### config.mk
export PLATFORM = sky130hd
export DESIGN_NAME = aps_queue
export DESIGN_NICKNAME = d
export VERILOG_FILES = /design/src/sv/aps_pkg.sv /design/src/sv/aps_queue.sv
export SDC_FILE = /design/constraint.sdc
export NUM_CORES = 1
export LEC_CHECK = 0
export BUFFER_PORTS_ARGS = -buffer_cell sky130_fd_sc_hd__buf_2
export CAP_MARGIN = 20
export CORE_MARGIN = 2
export CORE_UTILIZATION = 55
export CTS_CLUSTER_DIAMETER = 50
export DETAILED_ROUTE_END_ITERATION = 6
export PLACE_DENSITY = 0.83
export REMOVE_ABC_BUFFERS = 1
export SLEW_MARGIN = 0
export SYNTH_ARGS = -nofsm -noshare
export SYNTH_HDL_FRONTEND = slang
export SYNTH_SLANG_ARGS = --single-unit
### constraint.sdc
create_clock -name clk -period 17.2 [get_ports clk]
set_clock_uncertainty 0.2 [all_clocks]
set_input_delay 2.58 -clock clk [delete_from_list [all_inputs] [get_ports clk]]
set_output_delay 2.58 -clock clk [all_outputs]
set_load 0.01 [all_outputs]
### src/sv/aps_pkg.sv
`timescale 1ns / 1ps
`default_nettype none
package aps_pkg;
	localparam int MAX_COLS_DEF  = 1024;
	localparam int FRAC_BITS_DEF = 24;
	localparam int NUM_REGS      = 8;
	localparam int REG_W         = 31;
	localparam int IDX_W         = 3;
	localparam logic signed [63:0] Q_MAX = 64'sd2147483647;
	localparam logic signed [63:0] Q_MIN = -64'sd2147483648;

	typedef enum logic [IDX_W-1:0] {
		REG_ALPHA = 3'd0,
		REG_DT    = 3'd1,
		REG_KK    = 3'd2,
		REG_TA    = 3'd3,
		REG_RB    = 3'd4,
		REG_EPS   = 3'd5,
		REG_M1    = 3'd6,
		REG_M2    = 3'd7
	} reg_idx_t;

	typedef struct packed {
		logic signed [31:0] top;
		logic signed [31:0] bot;
		logic signed [31:0] west;
		logic signed [31:0] east;
		logic signed [31:0] ctr;
		logic signed [31:0] rec;
		logic               last;
	} stencil_t;

	typedef struct packed {
		logic [REG_W-1:0] alpha;
		logic [REG_W-1:0] dt;
		logic [REG_W-1:0] kk;
		logic [REG_W-1:0] ta;
		logic [REG_W-1:0] rb;
		logic [REG_W-1:0] eps;
		logic [REG_W-1:0] m1;
		logic [REG_W-1:0] m2;
	} coef_t;

	function automatic logic signed [31:0] sat32(input logic signed [65:0] v);
		if (v > 66'(Q_MAX)) return 32'sh7fffffff;
		if (v < 66'(Q_MIN)) return 32'sh80000000;
		return v[31:0];
	endfunction
endpackage
`default_nettype wire

### src/sv/aps_queue.sv
`timescale 1ns / 1ps
`default_nettype none
module aps_queue (
	input  wire logic         clk,
	input  wire logic         arst_n,
	input  wire logic         wr_valid,
	output logic              wr_ready,
	input  wire aps_pkg::stencil_t wr_data,
	output logic              rd_valid,
	input  wire logic         rd_ready,
	output aps_pkg::stencil_t rd_data
);
	import aps_pkg::*;
	stencil_t slot_q [2];
	logic wp_q, rp_q;
	logic [1:0] cnt_q;

	assign wr_ready = (cnt_q != 2'd2);
	assign rd_valid = (cnt_q != 2'd0);
	assign rd_data  = slot_q[rp_q];

	always_ff @(posedge clk) begin
		if (wr_valid && wr_ready) slot_q[wp_q] <= wr_data;
	end

	always_ff @(posedge clk or negedge arst_n) begin
		if (!arst_n) begin
			wp_q <= 1'b0; rp_q <= 1'b0; cnt_q <= '0;
		end else begin
			if (wr_valid && wr_ready) wp_q <= ~wp_q;
			if (rd_valid && rd_ready) rp_q <= ~rp_q;
			cnt_q <= cnt_q + 2'((wr_valid && wr_ready) ? 1 : 0)
				- 2'((rd_valid && rd_ready) ? 1 : 0);
		end
	end
endmodule
`default_nettype wire

==> impl_metrics.env <==
export IMPL_status="finished clean"
export IMPL_dieArea_mm2=0.0282
export IMPL_place_ws_ns=11.31
export IMPL_holdCritPathClass="reg -> reg"
export IMPL_crit_chain="buf_4, buf_4, mux2_2, buf_2"
export IMPL_synth_seq_cells=390
export IMPL_internal_power_uw=2260
export IMPL_report_final_setup_viol=0
export IMPL_die_h_um=168
export IMPL_synthCells=618
export IMPL_portBuffers=391
export IMPL_hpwl_mm=19.3
export IMPL_cp_data_arrival_time_ns=3.63
export IMPL_drtIter0Drc=545
export IMPL_yosysMostFrequentCell="edfxtp_1"
export IMPL_async_reset_ff_share_pct=1.03
export IMPL_power_frac_seq_pct=43.7
export IMPL_grt_max_degree=77
export IMPL_crit_family="buffers and inverters"
export IMPL_worstSetupStartpointType="register"
export IMPL_placeableCoreArea_mm2=0.0267
export IMPL_synth_edf_count=386
export IMPL_fp_dieW_um=168
export IMPL_drv_slew=0
export IMPL_ys_top_cells_by_area="edfxtp_1 (78%), mux2_4 (16%), mux2_2 (2.5%)"
export IMPL_io_pins=392
export IMPL_cts_setup_buffers=0
export IMPL_grt_ovfl_total=0
export IMPL_cp_num_buf_inv=3
export IMPL_period_share_pct=37.3
export IMPL_viasPerCell=5.15
export IMPL_area_growth_pct=23.3
export IMPL_dr_pass1_iters=4
export IMPL_row_count=60
export IMPL_cts_made_buffers=40
export IMPL_final_nets=1236
export IMPL_synth_largest_area_cell="edfxtp_1"
export IMPL_drive_above_1_share_pct=61.1
export IMPL_maxCapViolations=0
export IMPL_power_switching_share_pct=28.4
export IMPL_synthFlopType="edfxtp_1"
export IMPL_avgSynthCellArea_um2=23.9
export IMPL_setup_worst_path_class="reg -> out"
export IMPL_start_util_pct=55.5
export IMPL_slew_headroom_pct=32.3
export IMPL_ant_nets=0
export IMPL_vias=7272
export IMPL_hold_ws_ns=0.334
export IMPL_worstSkewPairLatency_ns=0.51
export IMPL_yosys_warnings=0
export IMPL_cp_common_cell="buf_4"
export IMPL_cpMaxStageDelayCell="buf_4"
export IMPL_hold_viol=0
export IMPL_period_needed_ns=6.41
export IMPL_antenna_found_initial=9
export IMPL_grt_pass1_vias=7338
export IMPL_synth_common_cells="edfxtp_1 (386), mux2_4 (160), mux2_2 (33), buf_6 (18), dfrtp_1 (4)"
export IMPL_setup_ws_ns=10.79
export IMPL_critPathCaptureType="output pin"
export IMPL_grt_usage_pct=19.3
export IMPL_numClockSinks=390
export IMPL_clockPowerShare_pct=25.2
export IMPL_wl_per_cell_um=20.0
export IMPL_fin_setup_tns_ns=0
export IMPL_worstPathRequired_ns=14.42
export IMPL_tightest_slew_ns=1.02
export IMPL_cts_tree="done"
export IMPL_cts_resized=0
export IMPL_crit_fanout=58
export IMPL_finalPower_uw=3160
export IMPL_htreeDepth=2
export IMPL_slowest_delay_ns=0.86
export IMPL_fmax_ghz=0.156
export IMPL_wl_mm=28.2
export IMPL_rsz0062_at_grt="false"
export IMPL_synth_area_mm2=0.0148
export IMPL_yosysUniqueCellTypes=17
export IMPL_yosysSeqAreaShare_pct=79.0
export IMPL_ir_drop_mv=0.173
export IMPL_powerDensity_mw_per_mm2=173
export IMPL_p_switching_uw=896
export IMPL_p_comb_share_pct=31.2
export IMPL_grt_pass1_wl_mm=41.2
export IMPL_drc=0
export IMPL_clk_pin_slew_worst_paths_ns=0.06
export IMPL_globalplace_congestion=0.823
export IMPL_clockRootBuffer="clkbuf_16"
export IMPL_fill_cells=1714
export IMPL_cts_buffer_depth=3
export IMPL_yosys_area_top_type_share_pct=78.3
export IMPL_leakage_uw=0.00729
export IMPL_holdBufCountCts=0
## cell usage in the layout (no fill, tap or decap)
master / n
nand2_1: 1
ha_1: 2
or2_2: 1
clkbuf_16: 41
nor2_4: 1
clkbuf_1: 9
clkinv_2: 8
nand2b_1: 1
buf_4: 8
inv_1: 1
inv_6: 2
and3_4: 1
mux2_2: 33
dfrtp_1: 3
mux2_4: 160
clkinv_4: 1
bufinv_16: 2
dfrtp_4: 1
diode_2: 7
clkinv_1: 6
buf_2: 391
xnor2_1: 3
xor2_1: 1
edfxtp_1: 386
and2_1: 1
## routing by layer
layer  wire [um]  vias to the layer above  GRT usage [%]
li1            -                     3318              -
met1       10300                     3566           22.1
met2       14500                      315           33.5
met3        2570                       67           6.54
met4         838                        6           7.79
met5          30                        -              0
## final timing paths
| check | depth (start not counted) | slack (ns) | endpoint | startpoint |
|---|---|---|---|---|
| worst min-delay path | 1 | 0.33 | cnt_q[0] | cnt_q[0] |
| worst max register to register | 5 | 13.92 | slot_q[0][27] | cnt_q[1] |
| max in group asynchronous | 1 | 14.99 | rp_q | arst_n |
| min in group asynchronous | 1 | 1.67 | cnt_q[0] | arst_n |
| worst max-delay path | 4 | 10.79 | rd_data[187] | rp_q |
| worst min register to register | 1 | 0.33 | cnt_q[0] | cnt_q[0] |
## worst reg2reg max path: stages (launching register included)
cell	delay, ns
dfrtp_1	0.41
nand2b_1	0.14
nand2_1	0.16
nor2_4	0.57
buf_4	0.50
buf_4	0.83
## cell families after synthesis
| family | after synthesis | synth area share (%) |
|---|---|---|
| mux | 193 | 18.7 |
| simple gates | 6 | 0.220 |
| flops | 390 | 79.0 |
| xor+xnor | 4 | 0.237 |
| buf+inv | 23 | 1.60 |
| fa+ha+maj | 2 | 0.169 |
## state kept, by name, summed over array words and instances (netlist names)
signal / cells
slot_q: 386
wp_q: 1
rp_q: 1
cnt_q: 2
## through the flow
step	area, um^2	cells	util [%]
6_report	18200	1412	68.5
5_1_grt	18200	1410	68.5
4_1_cts	18200	1405	68.4
3_5_place_dp	17000	1336	63.9
3_3_place_gp	17000	1336	63.9
2_1_floorplan	14600	596	-
## area by class of cell
cell class                      count  area [um^2]  area share, %
Antenna cell                        7         17.5         0.0960
Clock buffer                       50         1060           5.81
Clock inverter                     19          149          0.816
Inverter                            1         3.75         0.0206
Multi-Input combinational cell    205         2880           15.8
Sequential cell                   390        11700           64.1
Tap cell                          341          427           2.34
Timing Repair Buffer              399         2020           11.1
## power by group through the flow
| stage | clock [uW] | combinational, uW | sequential [uW] |
|---|---|---|---|
| after CTS | 813 | 998 | 1380 |
| after global routing | 847 | 1050 | 1400 |
| after global placement | 0 | 982 | 1390 |
| after detailed placement | 0 | 992 | 1400 |
| final | 795 | 984 | 1380 |
| after floorplan | 0 | 764 | 1500 |
Note: power is estimated with default switching activity, not from simulation.
