## src/sv/aps_pkg.sv

```systemverilog
`timescale 1ns / 1ps
`default_nettype none
package aps_pkg;
	localparam int MAX_COLS_DEF  = 1024;
	localparam int FRAC_BITS_DEF = 24;
	localparam int NUM_REGS      = 8;
	localparam int REG_W         = 31;
	localparam int IDX_W         = 3;
	localparam logic signed [63:0] Q_MAX = 64'sd2147483647;
	localparam logic signed [63:0] Q_MIN = -64'sd2147483648;

	typedef enum logic [IDX_W-1:0] {
		REG_ALPHA = 3'd0,
		REG_DT    = 3'd1,
		REG_KK    = 3'd2,
		REG_TA    = 3'd3,
		REG_RB    = 3'd4,
		REG_EPS   = 3'd5,
		REG_M1    = 3'd6,
		REG_M2    = 3'd7
	} reg_idx_t;

	typedef struct packed {
		logic signed [31:0] top;
		logic signed [31:0] bot;
		logic signed [31:0] west;
		logic signed [31:0] east;
		logic signed [31:0] ctr;
		logic signed [31:0] rec;
		logic               last;
	} stencil_t;

	typedef struct packed {
		logic [REG_W-1:0] alpha;
		logic [REG_W-1:0] dt;
		logic [REG_W-1:0] kk;
		logic [REG_W-1:0] ta;
		logic [REG_W-1:0] rb;
		logic [REG_W-1:0] eps;
		logic [REG_W-1:0] m1;
		logic [REG_W-1:0] m2;
	} coef_t;

	function automatic logic signed [31:0] sat32(input logic signed [65:0] v);
		if (v > 66'(Q_MAX)) return 32'sh7fffffff;
		if (v < 66'(Q_MIN)) return 32'sh80000000;
		return v[31:0];
	endfunction
endpackage
`default_nettype wire

```

## src/sv/aps_div.sv

```systemverilog
`timescale 1ns / 1ps
`default_nettype none
module aps_div #(
	parameter int FRAC_BITS = 24
) (
	input  wire logic               clk,
	input  wire logic               arst_n,
	input  wire logic               start,
	input  wire logic signed [31:0] num,
	input  wire logic signed [31:0] den,
	output logic                    done,
	output logic signed [31:0]      quo
);
	import aps_pkg::*;
	localparam int NW = 32 + FRAC_BITS;
	localparam int SW = $clog2(NW + 1);
	logic [NW-1:0] n_q, q_q;
	logic [32:0]   d_q, rem_q;
	logic          neg_q, busy_q, zero_q;
	logic signed [31:0] zq_q;
	logic [SW-1:0] k_q;
	logic [33:0]   trial;
	logic signed [65:0] sres;

	assign trial = {rem_q, n_q[NW-1]} - {1'b0, d_q};
	assign sres = neg_q ? -$signed(66'(q_q)) : $signed(66'(q_q));

	always_ff @(posedge clk or negedge arst_n) begin
		if (!arst_n) begin
			busy_q <= 1'b0;
			done   <= 1'b0;
		end else begin
			done <= 1'b0;
			if (start) begin
				n_q    <= NW'(num[31] ? 33'(-$signed({num[31], num})) : 33'(num)) << FRAC_BITS;
				d_q    <= den[31] ? 33'(-$signed({den[31], den})) : 33'(den);
				neg_q  <= num[31] ^ den[31];
				zero_q <= (den == 0);
				zq_q   <= (num == 0) ? 32'sd0 : (num[31] ? 32'sh80000000 : 32'sh7fffffff);
				rem_q  <= '0;
				q_q    <= '0;
				k_q    <= SW'(NW);
				busy_q <= 1'b1;
			end else if (busy_q) begin
				if (zero_q || k_q == '0) begin
					busy_q <= 1'b0;
					done   <= 1'b1;
					quo    <= zero_q ? zq_q : sat32(sres);
				end else begin
					if (!trial[33]) rem_q <= trial[32:0];
					else rem_q <= {rem_q[31:0], n_q[NW-1]};
					q_q   <= {q_q[NW-2:0], ~trial[33]};
					n_q   <= n_q << 1;
					k_q   <= k_q - SW'(1);
				end
			end
		end
	end
endmodule
`default_nettype wire

```

## src/sv/aps_back.sv

```systemverilog
`timescale 1ns / 1ps
`default_nettype none
module aps_back #(
	parameter int FRAC_BITS = 24
) (
	input  wire logic               clk,
	input  wire logic               arst_n,
	input  wire logic               st_valid,
	output logic                    st_ready,
	input  wire aps_pkg::stencil_t  st,
	input  wire aps_pkg::coef_t     coef,
	output logic                    out_valid,
	input  wire logic               out_ready,
	output logic signed [31:0]      excite_next,
	output logic signed [31:0]      recovery_next,
	output logic                    frame_last
);
	import aps_pkg::*;
	localparam logic signed [31:0] ONE = 32'sd1 <<< FRAC_BITS;

	typedef enum logic [3:0] {
		B_IDLE = 4'b0001,
		B_CALC = 4'b0010,
		B_DIV  = 4'b0100,
		B_OUT  = 4'b1000
	} bstate_t;

	bstate_t state_q;
	logic [4:0] step_q;
	logic signed [31:0] c_q, r_q, e1_q, t1_q, t2_q, t3_q, e2_q, quo_q, gn_q;
	logic last_q;
	logic signed [31:0] ma, mb, mres;
	logic signed [63:0] prod;
	logic signed [31:0] lap;
	logic div_start, div_done;
	logic signed [31:0] div_q;

	function automatic logic signed [31:0] qadd(input logic signed [31:0] a,
		input logic signed [31:0] b);
		return sat32(66'(a) + 66'(b));
	endfunction
	function automatic logic signed [31:0] qsub(input logic signed [31:0] a,
		input logic signed [31:0] b);
		return sat32(66'(a) - 66'(b));
	endfunction
	function automatic logic signed [31:0] uq(input logic [REG_W-1:0] v);
		return $signed({1'b0, v});
	endfunction

	assign lap = sat32(66'(st.top) + 66'(st.bot) + 66'(st.west) + 66'(st.east)
		- (66'(st.ctr) <<< 2));
	assign prod = 64'(ma) * 64'(mb);
	assign mres = sat32(66'(prod >>> FRAC_BITS));

	// one shared multiplier, operands chosen per step
	always_comb begin
		ma = '0; mb = '0;
		case (step_q)
			5'd0: begin ma = uq(coef.alpha); mb = t1_q; end
			5'd1: begin ma = uq(coef.kk); mb = e1_q; end
			5'd2: begin ma = t1_q; mb = qsub(e1_q, uq(coef.ta)); end
			5'd3: begin ma = t1_q; mb = qsub(e1_q, ONE); end
			5'd4: begin ma = e1_q; mb = r_q; end
			5'd5: begin ma = uq(coef.dt); mb = qadd(t1_q, t2_q); end
			5'd6: begin ma = uq(coef.m1); mb = r_q; end
			5'd7: begin ma = uq(coef.kk); mb = e2_q; end
			5'd8: begin ma = t3_q; mb = qsub(qsub(e2_q, uq(coef.rb)), ONE); end
			5'd9: begin ma = uq(coef.dt); mb = qadd(uq(coef.eps), quo_q); end
			5'd10: begin ma = gn_q; mb = qsub(sat32(-66'(r_q)), t3_q); end
			default: begin ma = '0; mb = '0; end
		endcase
	end

	assign div_start = (state_q == B_CALC) && step_q == 5'd6;

	aps_div #(.FRAC_BITS(FRAC_BITS)) u_div (
		.clk(clk), .arst_n(arst_n), .start(div_start),
		.num(mres), .den(qadd(e2_q, uq(coef.m2))),
		.done(div_done), .quo(div_q)
	);

	assign st_ready  = (state_q == B_IDLE);
	assign out_valid = (state_q == B_OUT);

	always_ff @(posedge clk or negedge arst_n) begin
		if (!arst_n) begin
			state_q <= B_IDLE;
			step_q  <= '0;
		end else begin
			case (state_q)
				B_IDLE: if (st_valid) begin
					c_q <= st.ctr; r_q <= st.rec; last_q <= st.last;
					t1_q <= lap; step_q <= '0; state_q <= B_CALC;
				end
				B_CALC: begin
					step_q <= step_q + 5'd1;
					case (step_q)
						5'd0: e1_q <= qadd(c_q, mres);
						5'd1, 5'd2, 5'd3: t1_q <= mres;
						5'd4: t2_q <= mres;
						5'd5: e2_q <= qsub(e1_q, mres);
						5'd6: state_q <= B_DIV;
						5'd7: t3_q <= mres;
						5'd8: t3_q <= mres;
						5'd9: gn_q <= mres;
						5'd10: begin
							recovery_next <= qadd(r_q, mres);
							excite_next   <= e2_q;
							frame_last    <= last_q;
							state_q       <= B_OUT;
						end
						default: state_q <= B_IDLE;
					endcase
				end
				B_DIV: if (div_done) begin
					quo_q <= div_q; state_q <= B_CALC;
				end
				B_OUT: if (out_ready) state_q <= B_IDLE;
				default: state_q <= B_IDLE;
			endcase
		end
	end
endmodule
`default_nettype wire

```

## config.mk

```make
export PLATFORM = sky130hd
export DESIGN_NAME = aps_back
export DESIGN_NICKNAME = d
export VERILOG_FILES = /design/src/sv/aps_pkg.sv /design/src/sv/aps_div.sv /design/src/sv/aps_back.sv
export SDC_FILE = /design/constraint.sdc
export NUM_CORES = 2
export LEC_CHECK = 0
export BUFFER_PORTS_ARGS = -buffer_cell sky130_fd_sc_hd__buf_2
export CAP_MARGIN = 10
export CELL_PAD_IN_SITES_DETAIL_PLACEMENT = 2
export CELL_PAD_IN_SITES_GLOBAL_PLACEMENT = 2
export CORE_ASPECT_RATIO = 1.25
export CORE_MARGIN = 2
export CORE_UTILIZATION = 37
export CTS_BUF_LIST = sky130_fd_sc_hd__clkbuf_8
export CTS_CLUSTER_DIAMETER = 120
export CTS_CLUSTER_SIZE = 30
export DETAILED_ROUTE_END_ITERATION = 8
export GPL_TIMING_DRIVEN = 1
export PLACE_DENSITY_LB_ADDON = 0.08
export SLEW_MARGIN = 20
export SYNTH_ARGS = -nofsm -noshare
export SYNTH_HDL_FRONTEND = slang
export SYNTH_SLANG_ARGS = --single-unit
```

## constraint.sdc

```tcl
create_clock -name clk -period 20.2 [get_ports clk]
set_input_delay 4.04 -clock clk [delete_from_list [all_inputs] [get_ports clk]]
set_output_delay 4.04 -clock clk [all_outputs]
set_load 0.005 [all_outputs]
```

==> run summary <==
- 0.209 — worst slew margin relative to its limit
- u_div.quo[2]$_DFFE_PP_ — start point of the worst min-delay path
- -2.13 ns — setup ws final
- 5.98 — Via density
- 0 — total congestion overflow
- 91438 — via count of the routed design
- r_q[3]$_DFFE_PP_ — CP startpoint
- fa_2 — Critical-path top delay cell
- 0 — Pins Over Slew Limit
- 431000 µm — total half-perimeter wirelength after legalization and detailed placement
- 0.235 mm² — area of the placeable core
- 0.431 — total routing resource utilization after global routing
- true — setup repair after global routing missed its margin
- clkbuf_8 — clock root cell
- 15 — worst-path maximum fanout
- 1 — H-Tree Depth
- 574 — EDFF count, synth
- 199 — number of cell rows
- 22.94 ns — signal arrival time at the worst endpoint
- 73 — initial antenna violation count
- 438 µm — Chip Width
- 9 — number of remaining DRC errors
- 547 µm — Die Span Y
- 0.371 — starting density of the core
- 22.33 ns — fin crit period
- 0.108 ns — worst setup skew after layout
- 0.22 ns — clock transition at the registers of the reported paths
- 0.65 ns — delay of the slowest critical-path stage
- 23 — number of buffers created by CTS
- 111 — distinct cell type count after synthesis
- 0.201 — sequential area share after synthesis
- 101057 — number of global-route vias before repair
- 1.07 — gp weighted congestion
- r_q[3]$_DFFE_PP_ — r2r startpoint
- 44.8 MHz — Fmax achieved
- 0.284 — ratio of cells with drive above 1 in the final layout
- 31.0% — area growth from synthesis to final layout
- 35.6 µm — detail-routed net length per standard cell
- 8.82 µm² — Avg Inst Size Synth
- 544000 µm — wire length reported by the detailed router
- 0.87 ns — clock latency at the later pin of the worst-skew pair
- 20.81 ns — required arrival time at the worst endpoint
- fa_1 — Synth area leader
- 0 — maxcap violations
- 0.0188 — proportion of register bits with asynchronous set or reset after synthesis
- 1.11 — crit share post-route
- 585 — flops & latches, synth
- complete, but fails checks — result of the run
- 0 — Routed Antenna Nets
- buf_4 — Worst path most repeated cell
- 585 — Sink Count
- 0 — number of hold-slack violations in the final timing report
- 0.240 mm² — Die Outline Area
- 511 — number of buffer cells added on primary ports
- 738000 µm — wire length of the first global-routing pass
- register to register — Setup Crit Path Kind
- 0.274 — share of Yosys cell area claimed by the top area cell type
- 12070 — Post-Synthesis Net Count
- 1.18 ns — worst-margin pin slew
- 9 — Pre-antenna DRT Iters
- 96 — final setup fails
- 7878 — detailed router's first-iteration violation count
- built — TritonCTS clock tree
- edfxtp_1 — most used flip-flop cell after synthesis
- register to register — worst min path class
- 89 — largest net degree at the start of global routing
- 3 — worst-case clock buffer depth
- 512 — total I/O pin count
- register — CP Capture Type
- 14297 — Layout Nets
- fa_1, edfxtp_1, ha_1, inv_1, nand2_1 — cell types occupying the most area after synthesis
- 0 — number of warnings printed during yosys synthesis
- design-rule violations, negative setup slack — failing checks
- register — type of origin of the critical path
- 0.486 — post-layout utilization of the core
- 9883 — post-synthesis instance total
- 0.0872 mm² — total standard cell area after synthesis
-- sequential cells by signal, indices dropped and copies added, names as in the netlist, 33 cells and up --
| name | cells |
|---|---|
| u_div.q_q | 56 |
| u_div.n_q | 56 |
| u_div.d_q | 33 |
| u_div.rem_q | 33 |
-- cells in the final DEF (no fill, tap or decap), types with 94 or more instances in the layout --
master and n:
inv_1 1591, o21ai_0 389, buf_2 508, a21o_1 180
xor2_1 163, nor3_1 121, xnor2_1 280, ha_1 483
nor2_1 735, fa_1 1136, nand3_1 180, a21oi_1 497
a222oi_1 94, edfxtp_1 574, buf_4 1960, and2_1 95
nand2_1 1024
-- stage by stage --
step,setup TNS [ns],std cells,worst slack [ns],cell area (µm²),hold WS [ns]
after floorplan,-57.36,9883,-0.763,88000,0.400
after global placement,-228.30,14943,-2.57,108000,0.404
after detailed placement,-279.92,14944,-3.06,108000,0.412
after CTS,-73.41,15154,-0.872,112000,0.436
after global routing,-219.65,15245,-2.53,114000,0.443
final,-184.22,15292,-2.13,114000,0.428
-- synthesized netlist by cell type (135+ instances only) --
cell type  instances
nor2_1           814
a21o_1           180
edfxtp_1         574
nor3_1           135
a21oi_1          581
ha_1             549
fa_1            1193
nand3_1          193
xor2_1           164
nand2_1         1058
xnor2_1          283
clkbuf_1         407
o21ai_0          497
inv_1           1671
-- cells by family after synthesis --
| family | count (synthesis) | synth area share |
|---|---|---|
| xor gates and xnor gates | 447 | 0.0449 |
| AOI/OAI and AO/OA | 2078 | 0.155 |
| buffers and inverters | 2130 | 0.0919 |
| and+or+nand+nor | 2857 | 0.150 |
| DFF | 585 | 0.201 |
| muxes | 42 | 0.00487 |
| other | 1 | 0.0000430 |
| adders and majority gates | 1743 | 0.353 |
-- cell type report --
cell class                      count  area (µm²)
Antenna cell                       58         145
Clock buffer                       23         317
Clock inverter                     11        51.3
Fill cell                       25338      121000
Inverter                         1674        6330
Multi-Input combinational cell   7168       65400
Sequential cell                   585       17500
Tap cell                         3115        3900
Timing Repair Buffer             2658       20600
-- worst max-delay path, delay by kind of cell, from the launching register on --
kind	cells	cell delay [ns]
AO/OA/AOI/OAI	44	8.66
adder cells (fa/ha/maj)	13	5.65
buffers and inverters	20	2.72
flip-flops	1	0.53
multiplexers	1	0.31
AND/OR/NAND/NOR	18	4.19
-- final timing paths --
kind,slack (ns),end,cells after the start
max,-2.13,recovery_next[24]$_SDFFCE_PN1P_,96
min,0.43,quo_q[2]$_DFFE_PP_,0
max reg2reg,-2.13,recovery_next[24]$_SDFFCE_PN1P_,96
min reg2reg,0.43,quo_q[2]$_DFFE_PP_,0
max in group asynchronous,15.87,u_div.busy_q$_DFF_PN0_,2
min in group asynchronous,3.24,state_q[2]$_DFFE_PN0P_,1
-- timing repair --
action | 4_1_cts | 5_1_grt
gates resized for setup | 577 | 307
pin swaps | 290 | 256
setup buffers | 160 | 80
cloned | 18 | 6
hold buffers | 0 | 0
setup endpoints to repair | 96 | 96
-- routing by layer --
| metal | up-vias | track usage | share of wire |
|---|---|---|---|
| met5 | - | 0 | 0.00058 |
| met2 | 4689 | 0.720 | 0.47 |
| met3 | 2159 | 0.0873 | 0.072 |
| met4 | 42 | 0.400 | 0.12 |
| met1 | 47179 | 0.454 | 0.34 |
| li1 | 37369 | - | - |
Power is not shown: default switching activity piles up to over one toggle a cycle in this logic, so the estimate is an artifact.
